`src/design/assert_macros.svh`:
```
// Assertion helpers used by the top-level design file.
`ifndef ASSERT_MACROS_SVH
`define ASSERT_MACROS_SVH

`ifndef ASSERT_OFF
// Check that prop holds at every clock edge outside reset.
`define ASSERT_CLK(label, clk, rst_n, prop, msg) \
    label: assert property (@(posedge clk) disable iff (!rst_n) (prop)) else $error(msg);
// Check that cond never holds at a clock edge outside reset.
`define ASSERT_NEVER(label, clk, rst_n, cond, msg) \
    label: assert property (@(posedge clk) disable iff (!rst_n) !(cond)) else $error(msg);
`else
`define ASSERT_CLK(label, clk, rst_n, prop, msg)
`define ASSERT_NEVER(label, clk, rst_n, cond, msg)
`endif

`endif

```
`src/design/cau_pkg.sv`:
```
package cau_pkg;

    typedef enum logic [1:0] {
        OP_ADD = 2'd0,
        OP_SUB = 2'd1,
        OP_MUL = 2'd2,
        OP_DIV = 2'd3
    } t_op;

    typedef struct packed {
        logic valid;
        t_op  op;
        logic neg_re;
        logic neg_im;
        logic den_zero;
    } t_ctrl;

endpackage

```
`src/design/cau_back.sv`:
```
// Result select, truncation, saturation and the output register.
module cau_back #(
    parameter int DW = 16,
    parameter int FB = 8,
    parameter int MW = 2 * DW + 1,
    parameter int QW = DW + 1
) (
    input  logic                 i_clk,
    input  logic                 i_rst_n,
    input  logic                 i_en,
    input  cau_pkg::t_ctrl       i_ctrl,
    input  logic [MW-1:0]        i_mag_re,
    input  logic [MW-1:0]        i_mag_im,
    input  logic [QW-1:0]        i_q_re,
    input  logic [QW-1:0]        i_q_im,
    input  logic                 i_ov_re,
    input  logic                 i_ov_im,
    output logic                 o_valid,
    output logic signed [DW-1:0] o_res_real,
    output logic signed [DW-1:0] o_res_imag,
    output logic                 o_overflow,
    output logic                 o_div_zero
);

    localparam logic [MW-1:0] LIM = MW'(1) << (DW - 1);

    logic                 r_valid;
    logic signed [DW-1:0] r_res_real, r_res_imag;
    logic                 r_overflow, r_div_zero;

    logic [MW-1:0]        fin_re, fin_im;
    logic [DW:0]          sat_re, sat_im;

    function automatic logic [MW-1:0] pick(input cau_pkg::t_op op, input logic [MW-1:0] mag,
                                           input logic [QW-1:0] q, input logic ov);
        logic [MW-1:0] v;
        unique case (op)
            cau_pkg::OP_DIV: v = ov ? '1 : MW'(q);
            cau_pkg::OP_MUL: v = mag >> FB;
            default:         v = mag;
        endcase
        return v;
    endfunction

    // returns {overflow, value}
    function automatic logic [DW:0] sat(input logic neg, input logic [MW-1:0] mag);
        logic [MW-1:0] neg_mag;
        logic [DW:0]   r;
        neg_mag = MW'(-mag);
        if (neg) begin
            if (mag > LIM) r = {1'b1, LIM[DW-1:0]};
            else           r = {1'b0, neg_mag[DW-1:0]};
        end else begin
            if (mag >= LIM) r = {1'b1, DW'(LIM - MW'(1))};
            else            r = {1'b0, mag[DW-1:0]};
        end
        return r;
    endfunction

    always_comb begin
        fin_re = pick(i_ctrl.op, i_mag_re, i_q_re, i_ov_re);
        fin_im = pick(i_ctrl.op, i_mag_im, i_q_im, i_ov_im);
        sat_re = sat(i_ctrl.neg_re, fin_re);
        sat_im = sat(i_ctrl.neg_im, fin_im);
    end

    always_ff @(posedge i_clk) begin
        if (!i_rst_n) begin
            r_valid <= 1'b0;
        end else if (i_en) begin
            r_valid <= i_ctrl.valid;
        end
    end

    always_ff @(posedge i_clk) begin
        if (i_en) begin
            if (i_ctrl.den_zero) begin
                r_res_real <= '0;
                r_res_imag <= '0;
                r_overflow <= 1'b0;
            end else begin
                r_res_real <= $signed(sat_re[DW-1:0]);
                r_res_imag <= $signed(sat_im[DW-1:0]);
                r_overflow <= sat_re[DW] | sat_im[DW];
            end
            r_div_zero <= i_ctrl.den_zero;
        end
    end

    assign o_valid    = r_valid;
    assign o_res_real = r_res_real;
    assign o_res_imag = r_res_imag;
    assign o_overflow = r_overflow;
    assign o_div_zero = r_div_zero;

endmodule

```
`config.mk`:
```
export PLATFORM = sky130hd
export DESIGN_NAME = cau_back
export DESIGN_NICKNAME = d
export VERILOG_FILES = /design/src/design/assert_macros.svh /design/src/design/cau_pkg.sv /design/src/design/cau_back.sv
export SDC_FILE = /design/constraint.sdc
export NUM_CORES = 1
export LEC_CHECK = 0
export BUFFER_PORTS_ARGS = -buffer_cell sky130_fd_sc_hd__buf_2
export CAP_MARGIN = 20
export CORE_ASPECT_RATIO = 1.1
export CORE_UTILIZATION = 49
export DETAILED_ROUTE_END_ITERATION = 12
export PLACE_DENSITY = 0.83
export SLEW_MARGIN = 15
export SYNTH_ARGS = -nofsm -noshare
export SYNTH_HDL_FRONTEND = slang
export SYNTH_SLANG_ARGS = --single-unit
```
`constraint.sdc`:
```
create_clock -name i_clk -period 4.1 [get_ports i_clk]
set_clock_uncertainty 0.15 [all_clocks]
set_input_delay 0.82 -clock i_clk [delete_from_list [all_inputs] [get_ports i_clk]]
set_output_delay 0.82 -clock i_clk [all_outputs]
set_load 0.005 [all_outputs]
```
# Word-level counts from Yosys, hierarchy flattened
# Index checks and enable logic that the tools add are counted.
# totals
regBits	35
inputBits	111
# op_classes
addsub	2
magnitude_cmp	4
n_eq_ne	2
muxes	10
bitwise	1
# ops
operator	count
33-bit one-hot mux with 2 select lines	2
17-bit 2-to-1 mux	6
33-bit by 16-bit >= comparator with 1-bit output, second input constant	2
33-bit by 16-bit > comparator with 1-bit output, second input constant	2
33-bit 2-to-1 mux	2
16-bit negation	2
2-bit equality test, second input constant	2
1-bit OR	1

# Depth between registers and ports, before layout
# logic_depth
ltp_word	6
ltp_mapped	13

# Worst setup path before layout
# No wires, ideal clock.
# synth_timing
path_type	input port to flip-flop
startpoint	input port i_ctrl[4] in the netlist's numbering
endpoint	register r_res_real[1], in the netlist o_res_real[1] (data pin)
t_arrival_ns	3.034
slack_ns	0.646
stages	13
n_path_buf	3
cell_sequence	inv_2 > buf_1 > buf_1 > o2bb2ai_1 > inv_1 > ha_1 > o211ai_1 > nor2_1 > and2_4 > a41o_1 > buf_4 > a21oi_1 > nor3_1
# synth_via
elab_chain_len	5
# synth_rtl
element	line	rtl
start: declaration	cau_back.sv:11	input cau_pkg::t_ctrl i_ctrl,
2-bit equality test	cau_back.sv:37	unique case (op)
33-bit one-hot mux with 2 select lines (*)	cau_back.sv:37	
33-bit by 16-bit >= comparator with 1-bit output (tied with other cells)	cau_back.sv:54	if (mag >= LIM) r = {1'b1, DW'(LIM - MW'(1))};
17-bit 2-to-1 mux (on tied branches)	cau_back.sv:54, cau_back.sv:51	
17-bit 2-to-1 mux (*)	cau_back.sv:50	if (neg) begin
end signal: assignment	cau_back.sv:82	r_res_real <= $signed(sat_re[DW-1:0]);
end: declaration	cau_back.sv:28	logic signed [DW-1:0] r_res_real, r_res_imag;
# Every way passes the cells marked *; elsewhere a longest branch is shown, timed or not.
# A chain may end at the register's enable or synchronous reset.

# Worst setup path in the final report
# layout_timing
startpoint	input port i_ctrl[3] in the netlist's numbering
endpoint	register r_res_real[12], in the netlist o_res_real[12] (data pin)
# The elaborated chain is that of the path after synthesis.

==> summary.md <==
| Metric | Value |
|---|---|
| FP Rows | 31 |
| Syn_nets | 525 |
| Via density | 6.01 |
| Antenna Violating Nets Remaining | 0 |
| Die Area | 0.00731 mm^2 |
| Initial DRC count | 263 |
| Placed Cells | 611 |
| DP Worst Slack | 0.284 ns |
| Avg Cell Area, Syn | 8.29 um^2 |
| Post-route insts no fill | 618 |
| Initial Utilization | 0.512 |
| Layout Nets | 649 |
| Outcome | finished clean |
| Routed vias | 3716 |
| Grt ovf | 0 |
| First-pass DRT Iterations | 6 |
| Total CTS buffers | 5 |
| Critical path's largest stage delay | 0.46 ns |
| Slowest-stage cell, CP | a41o_1 |
| Final setup fails | 0 |
| Min Tclk post-route | 3.58 ns |
| Slew Limit Fails | 0 |
| First-pass GRT wire length | 15.3 mm |
| Final worst slack | 0.516 ns |
| Mapped Cells | 412 |
| Tcrit/Tclk final | 0.874 |
| Clk buf depth | 2 |
| CP Buf/Inv Count | 2 |
| Main synth FF type | edfxtp_1 |
| Final Total Pwr | 0.000978 W |
| Drt drc | 0 |
| Antenna fix cells | 0 |
| Fin Setup TNS | 0 ns |
| Post-synth design cell area | 0.00342 mm^2 |
| Worst Path Arrival | 3.49 ns |
| Die Height | 89.6 um |
| CTS H-tree depth | 2 |
| Setup Fix Bufs, Post-CTS | 0 |
| Syn-to-layout area delta | 22.7% |
| Req. time, crit path | 4.00 ns |
| Worst hold slack | 0.368 ns |
| Total GRT Usage | 0.267 |
| Commonest cells after routing, fill and taps aside | buf_2, a21oi_1, nor2_1 |
| # fillers | 612 |
| Power density of the placed cells | 233 mW/mm^2 |
| Final wirelength | 9.70 mm |
| Async S/R FF share, synth | 0 |
| I/O pin count | 146 |
| Worst-Skew Late Latency | 0.27 ns |
| RePlAce Congestion | 0.902 |
| Initial antenna violation count | 0 |
| Seq/Total Area, Yosys | 0.305 |
| Vias in the first global route | 3216 |
| Final HPWL DP | 7.56 mm |
| IO buf count | 145 |
| CTS root buffer | clkbuf_8 |
| Hold_buf cts | 0 |
| Leading cell type in the layout, fill and taps excluded | buf_2 |
| CTS tree | yes |
| Critical path fanouts, max | 38 |
| Multi-input logic area | 0.00215 mm^2 |
| Drt wl/cell | 15.7 um |
| CTS clk-pin slew, worst paths | 0.06 ns |
| Synth Register Bits | 35 |
| Fin. Hold Viols | 0 |
| Synth warn | 0 |
| Post-synthesis cell type count | 58 |
| Worst setup EP type | register |
| Worst relative slew slack | 0.517 |
| Share of cells above drive strength 1 | 0.347 |
| Cts repair resizes | 0 |
| RSZ-0062 raised after global routing | false |
| Crit path kind | input port to register |
| Die width | 81.6 um |
| CP top delay family | compound AO/OA/AOI/OAI gates |
| Worst-Margin Slew | 0.724 ns |
| Clk sinks | 35 |
| Max-Cap Viols | 0 |
| Max Freq | 0.279 GHz |
| Pleak | 1.78 nW |
| Worst-path cell chain | buf_2 > nor3b_1 > o2bb2ai_1 > inv_1 > ha_1 > o211ai_1 > nor2_1 > and2_4 > a41o_1 > nor2_1 > a2111oi_1 |
| Crit start category | input port |
| Largest net degree at the start of global routing | 39 |
| Worst hold path type | register to register |
| Seq. cell area | 0.00104 mm^2 |
| Post-synth EDFFs | 34 |
| Most used cell, CP | nor2_1 |
| Core area | 0.00667 mm^2 |
| Maximum vdd ir drop | 0.165 mV |
-- power by group --
| group | internal [W] | switching (W) |
|---|---|---|
| Sequential | 0.000425 | 0.00000567 |
| Clock | 0.000113 | 0.000110 |
| Combinational | 0.000138 | 0.000187 |
-- state kept, by name, summed over array words and instances (netlist names) --
| signal | flops |
|---|---|
| o_res_imag | 16 |
| o_res_real | 16 |
| o_overflow | 1 |
| o_div_zero | 1 |
| o_valid | 1 |
-- path summary, 6_finish.rpt --
path / from / to / slack, ns / depth (start not counted)
setup / recovery: i_ctrl[3] / o_res_real[12]$_SDFFCE_PP0P_ / 0.52 / 11
setup reg to reg: o_valid$_SDFFE_PN0P_ / o_valid$_SDFFE_PN0P_ / 3.36 / 2
hold / removal: o_valid$_SDFFE_PN0P_ / o_valid$_SDFFE_PN0P_ / 0.37 / 2
hold reg to reg: o_valid$_SDFFE_PN0P_ / o_valid$_SDFFE_PN0P_ / 0.37 / 2
-- cell type report --
type	count	share of cell area
Clock buffer	5	0.0164
Clock inverter	2	0.00209
Inverter	9	0.00806
Multi-Input combinational cell	332	0.513
Sequential cell	35	0.248
Tap cell	82	0.0245
Timing Repair Buffer	153	0.187
-- per-layer routing --
metal / wire (um) / vias up / part of all wire / GRT usage
li1: - / 1803 / - / -
met1: 4400 / 1690 / 0.45 / 0.395
met2: 4400 / 205 / 0.45 / 0.414
met3: 730 / 18 / 0.075 / 0.0182
met4: 166 / 0 / 0.017 / 0.0829
met5: 0 / - / 0 / 0
-- synth_stat cells (8+ instances only) --
cell type / number / area, um^2
a21oi_1: 55 / 275
nor2_1: 41 / 154
edfxtp_1: 34 / 1020
nand2_1: 32 / 120
o21ai_0: 26 / 130
nor3b_1: 23 / 173
clkbuf_1: 15 / 56.3
mux2i_1: 15 / 150
o2bb2ai_1: 14 / 123
nand3_1: 13 / 65.1
nor3_1: 11 / 55.1
buf_2: 9 / 45.0
a2bb2oi_2: 8 / 120
inv_1: 8 / 30.0
nor2b_1: 8 / 50.1
-- per-stage QoR --
stage / area [um^2] / utilization
3_3_place_gp: 4110 / 0.617
2_1_floorplan: 3420 / -
4_1_cts: 4190 / 0.628
5_1_grt: 4190 / 0.628
3_5_place_dp: 4110 / 0.617
6_report: 4190 / 0.628
-- logic make-up after synthesis --
kind of cell / after synthesis / share of synthesized area
buffers and inverters: 45 / 0.0659
AO/OA/AOI/OAI: 144 / 0.283
AND/OR/NAND/NOR: 165 / 0.278
multiplexers: 17 / 0.0505
XOR/XNOR: 4 / 0.0103
flip-flops: 35 / 0.305
adder cells (fa/ha/maj): 2 / 0.00732
-- tightest hold or removal path: cells and delay by family (launching register included) --
kind | cells | cell delay, ns
muxes | 1 | 0.07
DFF | 1 | 0.32
and+or+nand+nor | 1 | 0.09
Note: power is estimated with default switching activity, not from simulation.
