<file path="src/design/assert_macros.svh">
// Assertion helpers used by the top-level design file.
`ifndef ASSERT_MACROS_SVH
`define ASSERT_MACROS_SVH

`ifndef ASSERT_OFF
// Check that prop holds at every clock edge outside reset.
`define ASSERT_CLK(label, clk, rst_n, prop, msg) \
    label: assert property (@(posedge clk) disable iff (!rst_n) (prop)) else $error(msg);
// Check that cond never holds at a clock edge outside reset.
`define ASSERT_NEVER(label, clk, rst_n, cond, msg) \
    label: assert property (@(posedge clk) disable iff (!rst_n) !(cond)) else $error(msg);
`else
`define ASSERT_CLK(label, clk, rst_n, prop, msg)
`define ASSERT_NEVER(label, clk, rst_n, cond, msg)
`endif

`endif

</file>
<file path="src/design/cau_pkg.sv">
package cau_pkg;

    typedef enum logic [1:0] {
        OP_ADD = 2'd0,
        OP_SUB = 2'd1,
        OP_MUL = 2'd2,
        OP_DIV = 2'd3
    } t_op;

    typedef struct packed {
        logic valid;
        t_op  op;
        logic neg_re;
        logic neg_im;
        logic den_zero;
    } t_ctrl;

endpackage

</file>
<file path="src/design/cau_front.sv">
// Two stages: partial products, then signed combine into sign and magnitude.
module cau_front #(
    parameter int DW = 16,
    parameter int PW = 2 * DW,
    parameter int MW = 2 * DW + 1
) (
    input  logic                 i_clk,
    input  logic                 i_rst_n,
    input  logic                 i_en,
    input  logic                 i_valid,
    input  cau_pkg::t_op         i_op,
    input  logic signed [DW-1:0] i_a_real,
    input  logic signed [DW-1:0] i_a_imag,
    input  logic signed [DW-1:0] i_b_real,
    input  logic signed [DW-1:0] i_b_imag,
    output cau_pkg::t_ctrl       o_ctrl,
    output logic [MW-1:0]        o_mag_re,
    output logic [MW-1:0]        o_mag_im,
    output logic [PW-1:0]        o_den
);

    logic                 r_s1_valid;
    cau_pkg::t_op         r_s1_op;
    logic signed [PW-1:0] r_p_rr, r_p_ii, r_p_ri, r_p_ir, r_sq_r, r_sq_i;
    logic signed [DW:0]   r_lin_re, r_lin_im;

    logic signed [DW:0]   n_lin_re, n_lin_im;
    logic signed [MW-1:0] v_re, v_im;
    logic [PW-1:0]        den;

    cau_pkg::t_ctrl       r_ctrl;
    logic [MW-1:0]        r_mag_re, r_mag_im;
    logic [PW-1:0]        r_den;

    function automatic logic signed [MW-1:0] ext(input logic signed [PW-1:0] x);
        return $signed({{(MW - PW){x[PW-1]}}, x});
    endfunction

    always_comb begin
        if (i_op == cau_pkg::OP_SUB) begin
            n_lin_re = $signed({i_a_real[DW-1], i_a_real}) - $signed({i_b_real[DW-1], i_b_real});
            n_lin_im = $signed({i_a_imag[DW-1], i_a_imag}) - $signed({i_b_imag[DW-1], i_b_imag});
        end else begin
            n_lin_re = $signed({i_a_real[DW-1], i_a_real}) + $signed({i_b_real[DW-1], i_b_real});
            n_lin_im = $signed({i_a_imag[DW-1], i_a_imag}) + $signed({i_b_imag[DW-1], i_b_imag});
        end
    end

    always_ff @(posedge i_clk) begin
        if (!i_rst_n) begin
            r_s1_valid <= 1'b0;
        end else if (i_en) begin
            r_s1_valid <= i_valid;
        end
    end

    always_ff @(posedge i_clk) begin
        if (i_en) begin
            r_s1_op  <= i_op;
            r_p_rr   <= i_a_real * i_b_real;
            r_p_ii   <= i_a_imag * i_b_imag;
            r_p_ri   <= i_a_real * i_b_imag;
            r_p_ir   <= i_a_imag * i_b_real;
            r_sq_r   <= i_b_real * i_b_real;
            r_sq_i   <= i_b_imag * i_b_imag;
            r_lin_re <= n_lin_re;
            r_lin_im <= n_lin_im;
        end
    end

    always_comb begin
        den = PW'(r_sq_r) + PW'(r_sq_i);
        unique case (r_s1_op)
            cau_pkg::OP_ADD, cau_pkg::OP_SUB: begin
                v_re = $signed({{(MW - DW - 1){r_lin_re[DW]}}, r_lin_re});
                v_im = $signed({{(MW - DW - 1){r_lin_im[DW]}}, r_lin_im});
            end
            cau_pkg::OP_MUL: begin
                v_re = ext(r_p_rr) - ext(r_p_ii);
                v_im = ext(r_p_ri) + ext(r_p_ir);
            end
            cau_pkg::OP_DIV: begin
                // numerator of a * conj(b)
                v_re = ext(r_p_rr) + ext(r_p_ii);
                v_im = ext(r_p_ir) - ext(r_p_ri);
            end
            default: begin
                v_re = '0;
                v_im = '0;
            end
        endcase
    end

    always_ff @(posedge i_clk) begin
        if (!i_rst_n) begin
            r_ctrl.valid <= 1'b0;
        end else if (i_en) begin
            r_ctrl.valid <= r_s1_valid;
        end
    end

    always_ff @(posedge i_clk) begin
        if (i_en) begin
            r_ctrl.op       <= r_s1_op;
            r_ctrl.neg_re   <= v_re[MW-1];
            r_ctrl.neg_im   <= v_im[MW-1];
            r_ctrl.den_zero <= (r_s1_op == cau_pkg::OP_DIV) && (den == '0);
            r_mag_re        <= v_re[MW-1] ? MW'(-v_re) : MW'(v_re);
            r_mag_im        <= v_im[MW-1] ? MW'(-v_im) : MW'(v_im);
            r_den           <= den;
        end
    end

    assign o_ctrl   = r_ctrl;
    assign o_mag_re = r_mag_re;
    assign o_mag_im = r_mag_im;
    assign o_den    = r_den;

endmodule

</file>
<file path="config.mk">
export PLATFORM = sky130hd
export DESIGN_NAME = cau_front
export DESIGN_NICKNAME = d
export VERILOG_FILES = /design/src/design/assert_macros.svh /design/src/design/cau_pkg.sv /design/src/design/cau_front.sv
export SDC_FILE = /design/constraint.sdc
export NUM_CORES = 2
export LEC_CHECK = 0
export BUFFER_PORTS_ARGS = -buffer_cell sky130_fd_sc_hd__buf_2
export CORE_ASPECT_RATIO = 1.2
export CORE_MARGIN = 5
export CORE_UTILIZATION = 54
export CTS_BUF_LIST = sky130_fd_sc_hd__clkbuf_16
export DETAILED_ROUTE_END_ITERATION = 6
export GPL_TIMING_DRIVEN = 0
export PLACE_DENSITY = 0.82
export SYNTH_ARGS = -nofsm -noshare
export SYNTH_HDL_FRONTEND = slang
export SYNTH_SLANG_ARGS = --single-unit
</file>
<file path="constraint.sdc">
create_clock -name i_clk -period 9.9 [get_ports i_clk]
set_input_delay 1.485 -clock i_clk [delete_from_list [all_inputs] [get_ports i_clk]]
set_output_delay 1.485 -clock i_clk [all_outputs]
set_load 0.02 [all_outputs]
</file>
# Word level (Yosys, flattened, before mapping)
# Index checks and enable logic that the tools add are counted.
[totals] out_inout_bits=104 ff_bits=333 input_bits=70 wordCells=51
[classes] addsub=11 muxes=6 multipliers=6 eq_ne=4 n_reduce_logical=4
[op_table] op="33-bit case mux with 3 select lines" n=2
[op_table] op="16-bit by 16-bit multiplier with 32-bit output" n=6
[op_table] op="32-bit by 32-bit adder with 33-bit output" n=2
[op_table] op="33-bit negator" n=2
[op_table] op="32-bit by 32-bit subtractor with 33-bit output" n=2
[op_table] op="32-bit 2-to-1 mux" n=2
[op_table] op="16-bit by 16-bit adder with 17-bit output" n=2
[op_table] op="17-bit 2-to-1 mux" n=2
[op_table] op="16-bit by 16-bit subtractor with 17-bit output" n=2
[op_table] op="32-bit adder" n=1
[op_table] op="32-bit logical NOT" n=1
[op_table] op="2-bit by 1-bit equality test with 1-bit output, second input constant" n=2
[op_table] op="2-bit equality test, second input constant" n=2
[op_table] op="2-bit logical NOT" n=1
[op_table] op="2-bit OR reduction" n=1
[op_table] op="1-bit logical AND" n=1

# Longest topological paths before layout
[depth] depth_word=5 ltp_mapped=28 ltp_nobuf=26

# Worst setup path before layout
# Ideal clock, no wire load.
[synth_path] path_kind="in2reg" startpoint="input port i_b_real[8]" endpoint="register r_sq_r[30], data pin" required_ps=9638 path_buffers=3 slack_ps=1493 arrival_ps=8145 path_stages=26 setup_ps=262 cell_sequence="clkbuf_1 clkbuf_1 clkbuf_1 nand2_1 fa_1 inv_1 ha_1 a21oi_1 fa_1 fa_1 inv_1 fa_1 fa_1 ha_1 a21o_1 a21o_1 a21oi_1 o21ai_0 a41o_1 o41ai_1 o31a_1 a21oi_1 and4_1 a2111oi_0 a21oi_1 xor2_1"
[synth_via] elab_chain_len=1
[synth_lines] item="start: declaration" line_no="cau_front.sv:14" rtl="input logic signed [DW-1:0] i_b_real,"
[synth_lines] item="16-bit by 16-bit multiplier with 32-bit output" line_no="cau_front.sv:64" rtl="r_sq_r <= i_b_real * i_b_real;"
[synth_lines] item="end signal: assignment" line_no="cau_front.sv:64"
[synth_lines] item="end: declaration" line_no="cau_front.sv:24" rtl="logic signed [PW-1:0] r_p_rr, r_p_ii, r_p_ri, r_p_ir, r_sq_r, r_sq_i;"
# Every way passes these cells.
# A chain may end at the register's enable or synchronous reset.

# Worst setup path after layout
[layout_path] startpoint="input port i_b_imag[1]" endpoint="register r_p_ii[31], data pin"
[layout_via] elab_chain_len=1
[layout_lines] item="start: declaration" line_no="cau_front.sv:15" rtl="input logic signed [DW-1:0] i_b_imag,"
[layout_lines] item="16-bit by 16-bit multiplier with 32-bit output" line_no="cau_front.sv:61" rtl="r_p_ii <= i_a_imag * i_b_imag;"
[layout_lines] item="end signal: assignment" line_no="cau_front.sv:61"
[layout_lines] item="end: declaration" line_no="cau_front.sv:24"
# Every way passes these cells.

==> impl_metrics.json <==
{
  "fmax_mhz": 101,
  "post-route-min-period_ns": 9.90,
  "dominantRegCellSynth": "edfxtp_1",
  "drv_slew": 22,
  "synth_top_area_frac": 0.397,
  "vias_per_cell": 5.85,
  "root_buffer": "clkbuf_16",
  "cts_made_buffers": 38,
  "post-cts-setup-buffers": 0,
  "synth_seq_cells": 331,
  "critPathRequiredTime_ns": 10.22,
  "cp-end-kind": "register",
  "fin_cells": 10204,
  "fillers": 12463,
  "critPathArrivalTime_ns": 10.22,
  "gp_congestion": 1.05,
  "cts_tree": "done",
  "setup_ws_ns": 0.000576,
  "first_iter_violations": 5650,
  "period_share": 1.00,
  "synth_nets": 10332,
  "synthesis.area_sq_um": 76600,
  "die-area_sq_um": 149000,
  "clkLatencyLatePin_ns": 0.66,
  "clock_skew_ns": 0.0579,
  "maxCapViolations": 2,
  "clkTransAtPathRegs_ns": 0.06,
  "syn_inst": 8099,
  "antenna_found_initial": 49,
  "io_pins": 174,
  "htreeDepth": 2,
  "yosysSeqAreaShare": 0.130,
  "hold_viol": 0,
  "synth-edff-count": 329,
  "synthArstFlopShare": 0,
  "preCtsSetupSlack_ns": -1.06,
  "cts-resized-gates": 3,
  "routed_wl_mm": 284,
  "synth_warnings": 0,
  "drtPass1Iterations": 7,
  "grt_usage": 0.382,
  "die_w_microns": 354,
  "grt_max_degree": 131,
  "fp.dieH_microns": 423,
  "core-area_sq_um": 141000,
  "grt_overflow": 0,
  "max_slew_margin": -0.0585,
  "rsz0062_at_grt": "yes",
  "final_util": 0.575,
  "violations": "max-capacitance violations, max-slew violations",
  "whs_ns": 0.479,
  "tightest_slew_ns": 1.59,
  "hold_class": "reg2reg",
  "grt_pass1_wl_mm": 413,
  "cts_sinks": 331,
  "cts_max_path_buffers": 3,
  "critPathKind": "in2reg",
  "critPathLaunchType": "primary input",
  "status": "complete, but fails checks",
  "synth.distinct_cells": 83,
  "layout-drive-gt1-share": 0.0364,
  "setup_viol": 0,
  "synth_common_cells": "inv_1, fa_1, nand2_1, ha_1, and2_1",
  "vias": 59668,
  "grt_pass1_vias": 62531,
  "antenna_left": 0,
  "initial_core_util": 0.543,
  "dp_cells": 10104,
  "synth.most_common_cell": "inv_1",
  "dp_hpwl_mm": 235,
  "syn2layout_area_growth_pct": 5.97,
  "netlist_top_cells_area": "fa_1, edfxtp_1, ha_1",
  "row_count": 151,
  "cts_hold_buf": 0,
  "syn_avg_cell_area_sq_um": 9.45,
  "wl_per_cell_microns": 27.8,
  "cp_max_fo": 10,
  "nets": 10541,
  "yosys.area.top_type": "fa_1",
  "route.detailed.drc": 0,
  "portBuffers": 167
}
## flip-flops by register name, indices dropped and copies added, names as in the netlist, 32 cells and up
signal and flops:
o_mag_im 33, r_p_ri 32, o_mag_re 33, r_p_ir 32, o_den 32, r_p_rr 32
r_p_ii 32
## through the flow
stage	cell area (sq um)	setup TNS, ns
after detailed placement	79800	-9.21
after global routing	81100	-0.0418
after floorplan	76600	0
after CTS	81000	0
after global placement	79700	-8.91
final	81100	0
## layout by cell type, fill, tap and decap left out, types with 34 or more instances in the layout
cell       Yosys  final
xor2_1       140    140
and2_1       554    554
o21a_1        34     34
buf_2          2    168
nand3_1       57     57
clkbuf_16      0     39
o21bai_1      34     34
o21ai_0      153    153
inv_1       1833   1838
clkbuf_1     293    275
nor2b_1       35     35
ha_1         645    645
a21oi_1      265    265
fa_1        1518   1518
nand2_1      774    774
nor2_1       368    368
a31oi_1       41     41
nor3_1        71     71
edfxtp_1     329    329
nand2b_1      52     52
xnor2_1      320    320
a21o_1       121    121
## layout make-up
cell class | count | area (sq um) | share of cell area
Antenna cell | 33 | 82.6 | 0.00102
Buffer | 323 | 1250 | 0.0155
Clock buffer | 39 | 976 | 0.0120
Clock inverter | 28 | 269 | 0.00332
Inverter | 1845 | 6930 | 0.0854
Multi-Input combinational cell | 5600 | 58500 | 0.721
Sequential cell | 331 | 9920 | 0.122
Tap cell | 1836 | 2300 | 0.0283
Timing Repair Buffer | 169 | 901 | 0.0111
## final timing paths
path,slack [ns],cells past startpoint,endpoint,from
hold / removal,0.48,0,o_ctrl[4],r_s1_op[1]
hold reg to reg,0.48,0,o_ctrl[4],r_s1_op[1]
setup reg to reg,1.69,25,o_mag_im[30],r_s1_op[1]
setup / recovery,0.0006,26,r_p_ii[31],i_b_imag[1]
## cell families (layout without fill, tap and decap cells)
logic type               count (synthesis)  after routing  synth area share
AND/OR/NAND/NOR                       2079           2079             0.132
adder cells (fa/ha/maj)               2163           2163             0.502
XOR/XNOR                               460            460            0.0526
multiplexers                            23             23           0.00301
flip-flops                             331            331             0.130
buffers and inverters                 2168           2404             0.106
other                                    0             33                 0
AO/OA/AOI/OAI                          875            875            0.0744
## routing by layer
layer  part of all wire  global-route usage  vias to the layer above  wire [microns]
met4              0.098               0.283                        6           27900
li1                   -                   -                    25354               -
met5            0.00013                   0                        -              38
met1               0.36               0.460                    29989          101000
met3               0.10              0.0969                     1000           28300
met2               0.45               0.597                     3319          127000
## worst max-delay path, cell delays in order
cell      delay [ns]
buf_2           0.17
clkbuf_1        0.69
clkbuf_1        1.03
nand2_1         0.25
inv_1           0.19
fa_1            0.42
inv_1           0.09
fa_1            0.43
fa_1            0.52
inv_1           0.05
fa_1            0.49
fa_1            0.49
inv_1           0.05
fa_1            0.51
inv_1           0.05
ha_1            0.37
a21o_1          0.19
a21o_1          0.16
a21oi_1         0.25
nand2_1         0.11
a311oi_1        0.55
o31a_1          0.31
nand2b_1        0.27
a21oi_1         0.14
o21a_1          0.21
a311oi_2        0.71
Power is left out: the tool's default activity adds up to more than one toggle a clock period on the data nets, which glitch-free logic cannot reach.
